### config.mk
export PLATFORM = sky130hd
export DESIGN_NAME = rft_ctrl
export DESIGN_NICKNAME = d
export VERILOG_FILES = /design/src/hw/rtl/rft_pkg.sv /design/src/hw/rtl/rft_ctrl.sv
export SDC_FILE = /design/constraint.sdc
export NUM_CORES = 1
export LEC_CHECK = 0
export BUFFER_PORTS_ARGS = -buffer_cell sky130_fd_sc_hd__buf_4
export CAP_MARGIN = 20
export CORE_AREA = 2 2 39 41
export DETAILED_ROUTE_END_ITERATION = 7
export DIE_AREA = 0 0 41 43
export PLACE_DENSITY = 0.3
export SLEW_MARGIN = 40
export SYNTH_ARGS = -nofsm -noshare
export SYNTH_HDL_FRONTEND = slang
export SYNTH_SLANG_ARGS = --single-unit
### constraint.sdc
create_clock -name clk -period 1.1 [get_ports clk]
set_clock_uncertainty 0.15 [all_clocks]
set_input_delay 0.22 -clock clk [delete_from_list [all_inputs] [get_ports clk]]
set_output_delay 0.22 -clock clk [all_outputs]
set_load 0.005 [all_outputs]
### src/hw/rtl/rft_pkg.sv
package rft_pkg;

  localparam int ID_BITS     = 16;
  localparam int TABLE_DEPTH = 1 << ID_BITS;
  localparam int PORT_W      = 16;
  localparam int CFG_W       = 16;

  localparam logic [PORT_W-1:0] NO_PORT = '1;

  localparam logic [1:0] MODE_HEADER = 2'd0;
  localparam logic [1:0] MODE_UPDATE = 2'd1;
  localparam logic [1:0] MODE_REMOVE = 2'd2;

  localparam logic [1:0] ACT_NONE    = 2'd0;
  localparam logic [1:0] ACT_DELIVER = 2'd1;
  localparam logic [1:0] ACT_FORWARD = 2'd2;
  localparam logic [1:0] ACT_DROP    = 2'd3;

  localparam logic CFG_MY_ROUTER_ID   = 1'b0;
  localparam logic CFG_DATA_TYPE_CODE = 1'b1;

  typedef struct packed {
    logic [1:0]  mode;
    logic [15:0] dest_id;
    logic [15:0] arrival_port;
    logic [7:0]  packet_type;
    logic [15:0] next_port;
  } in_item_t;

  typedef struct packed {
    logic [1:0]  action;
    logic [15:0] out_port;
  } out_item_t;

  // controller to datapath
  typedef struct packed {
    logic load;
    logic clear;
    logic exec;
  } cmd_t;

  // datapath to controller
  typedef struct packed {
    logic clear_last;
  } stat_t;

endpackage

### src/hw/rtl/rft_ctrl.sv
module rft_ctrl (
  input  logic          clk,
  input  logic          rst,
  input  logic          start,
  input  rft_pkg::stat_t stat,
  output rft_pkg::cmd_t  cmd,
  output logic          busy
);
  import rft_pkg::*;

  typedef enum logic [1:0] {
    ST_CLEAR,
    ST_IDLE,
    ST_EXEC
  } state_t;

  state_t state;

  always_comb begin
    cmd.load  = (state == ST_IDLE) && start;
    cmd.clear = (state == ST_CLEAR);
    cmd.exec  = (state == ST_EXEC);
  end

  always_ff @(posedge clk) begin
    if (rst) begin
      state <= ST_CLEAR;
      busy  <= 1'b1;
    end else begin
      unique case (state)
        ST_CLEAR: begin
          if (stat.clear_last) begin
            state <= ST_IDLE;
            busy  <= 1'b0;
          end
        end
        ST_IDLE: begin
          if (start) begin
            state <= ST_EXEC;
            busy  <= 1'b1;
          end
        end
        ST_EXEC: begin
          state <= ST_IDLE;
          busy  <= 1'b0;
        end
        default: begin
          state <= ST_CLEAR;
          busy  <= 1'b1;
        end
      endcase
    end
  end

endmodule

==> reports/qor.yml <==
grt_overflow: 0
gp_congestion: 0.625
finalNetCount: 31
tritoncts: "yes"
drt-total-wl_um: 312
syn_inst: 13
cp.arrival_ps: 890
die_w_um: 41
synth_nets: 17
cp-start-kind: "flop"
clock_path_buffers: 2
rsz0062_at_grt: "yes"
critPathKind: "flop to output pin"
fillers: 165
hold_viol: 0
post-route-period-util_pct: 114
wl_per_cell_um: 7.43
fmax_ghz: 0.796
floorplan.initialDensity_pct: 9.22
min-delay-path-class: "input pin to flop"
dieArea_mm2: 0.00176
ant_nets: 0
cp-end-kind: "output pin"
setup_viol: 4
cts_buffers: 3
setup_ws_ps: -157
violations: "negative setup slack"
synth_area_um2: 128
h-tree-depth: 1
layout_commonest_cell: "buf_4"
vias_per_cell: 3.33
drt_iter0_markers: 3
tightest_slew_ps: 171
multiInputGateArea_um2: 67.6
maxCapViolations: 0
area_delta_synth_final_pct: 97.1
yosys_register_bits: 3
route.detailed.drc: 0
slew_violations: 0
clk_pin_slew_ps: 30
drive_gt1_share_pct: 61.5
p_per_area_mw_per_mm2: 1480
clock-sinks: 3
num_vias: 140
worst_skew_pair.late_latency_ps: 230
avgSynthCellArea_um2: 9.82
first_pass_iters: 2
yosysSeqAreaShare_pct: 47.1
status: "complete, but fails checks"
root_buffer: "clkbuf_4"
peakVddDrop_v: 0.000277
tns_ps: -405
grt_pass1_vias: 128
timing.final.crit_period_ps: 1260
final_util_pct: 18.2
grt_max_degree: 5
grt_use_total_pct: 5.12
ys_warn_count: 0
cp.required_ps: 730
final_cell_mix: "buf_4 (7), clkbuf_4 (3), nor2_1 (2), buf_6 (2), dfxtp_2 (2)"
relSlewSlack_pct: 88.6
yosys.cell_types.count: 10
diodes: 0
row_count: 14
core_mm2: 0.00138
io_buffers: 7
io_pins: 8
seq_area_um2: 62.6
cp_max_fo: 4
antenna_found_initial: 0
p_leak_nw: 0.114
die_h_um: 43
grt_pass1_wl_um: 489
## worst max-delay path: stages, from the launching register on
cell and delay [ps]:
dfxtp_2 330, and3b_2 220, buf_6 110
## worst paths after layout
| path | start | cells past startpoint | slack, ps | end |
|---|---|---|---|---|
| max | state[1] | 2 | -160 | cmd[2] |
| min | rst | 2 | 20 | state[0] |
| max reg2reg | state[1] | 3 | -50 | state[0] |
| min reg2reg | busy | 2 | 370 | busy |
## kinds of logic (layout without fill, tap and decap cells)
group	after synthesis	in the layout	share of synthesized area [%]
DFF	3	3	47.1
AOI/OAI and AO/OA	4	4	20.6
and+or+nand+nor	6	6	32.4
buffers and inverters	0	13	0
## stage by stage
stage,total power [mW],cell area (um2),hold slack [ps],setup slack (ps),instances
6_report,0.372,251,21.4,-157,42
5_1_grt,0.404,251,13.1,-204,42
4_1_cts,0.384,251,8.90,-173,42
2_1_floorplan,0.146,128,139,75.5,13
3_5_place_dp,0.176,200,263,0.109,36
3_3_place_gp,0.176,200,266,1.69,36
## metal layers
metal	global-route usage, %	part of all wire (%)
met1	4.17	40
met2	5.31	47
met4	6.00	0
met5	0	0
met3	6.28	13
## cells in the mapped netlist, drive strengths merged
cell / n / area, um2
nor2b: 1 / 6.26
and3b: 1 / 10.0
or3b: 1 / 8.76
o21bai: 1 / 7.51
dfxtp: 3 / 60.1
a21oi: 1 / 5.00
o21ai: 1 / 5.00
nor2: 2 / 7.51
and2b: 1 / 8.76
a2bb2oi: 1 / 8.76
## sequential cells by signal, indices dropped and copies added, names as in the netlist
name and cells:
state 2, busy 1
## cell type report
| type | count | share of cell area, % |
|---|---|---|
| Timing Repair Buffer | 9 | 29.9 |
| Multi-Input combinational cell | 10 | 26.9 |
| Clock buffer | 4 | 10.4 |
| Tap cell | 16 | 7.96 |
| Sequential cell | 3 | 24.9 |
## power breakdown
part,total (mW),leakage (nW),switching [mW],internal (mW)
Sequential,0.125,0.0256,0.00536,0.119
Combinational,0.0582,0.0734,0.0191,0.0391
Clock,0.190,0.0150,0.0539,0.136
Total,0.372,0.114,0.0784,0.294
## repair_timing
action,in CTS,in global routing
hold buffers,0,0
pin swaps,2,0
buffers inserted,2,0
setup endpoints to repair,3,4
gates resized for setup,4,0
gates cloned,0,0
(Power assumes the default switching activity.)
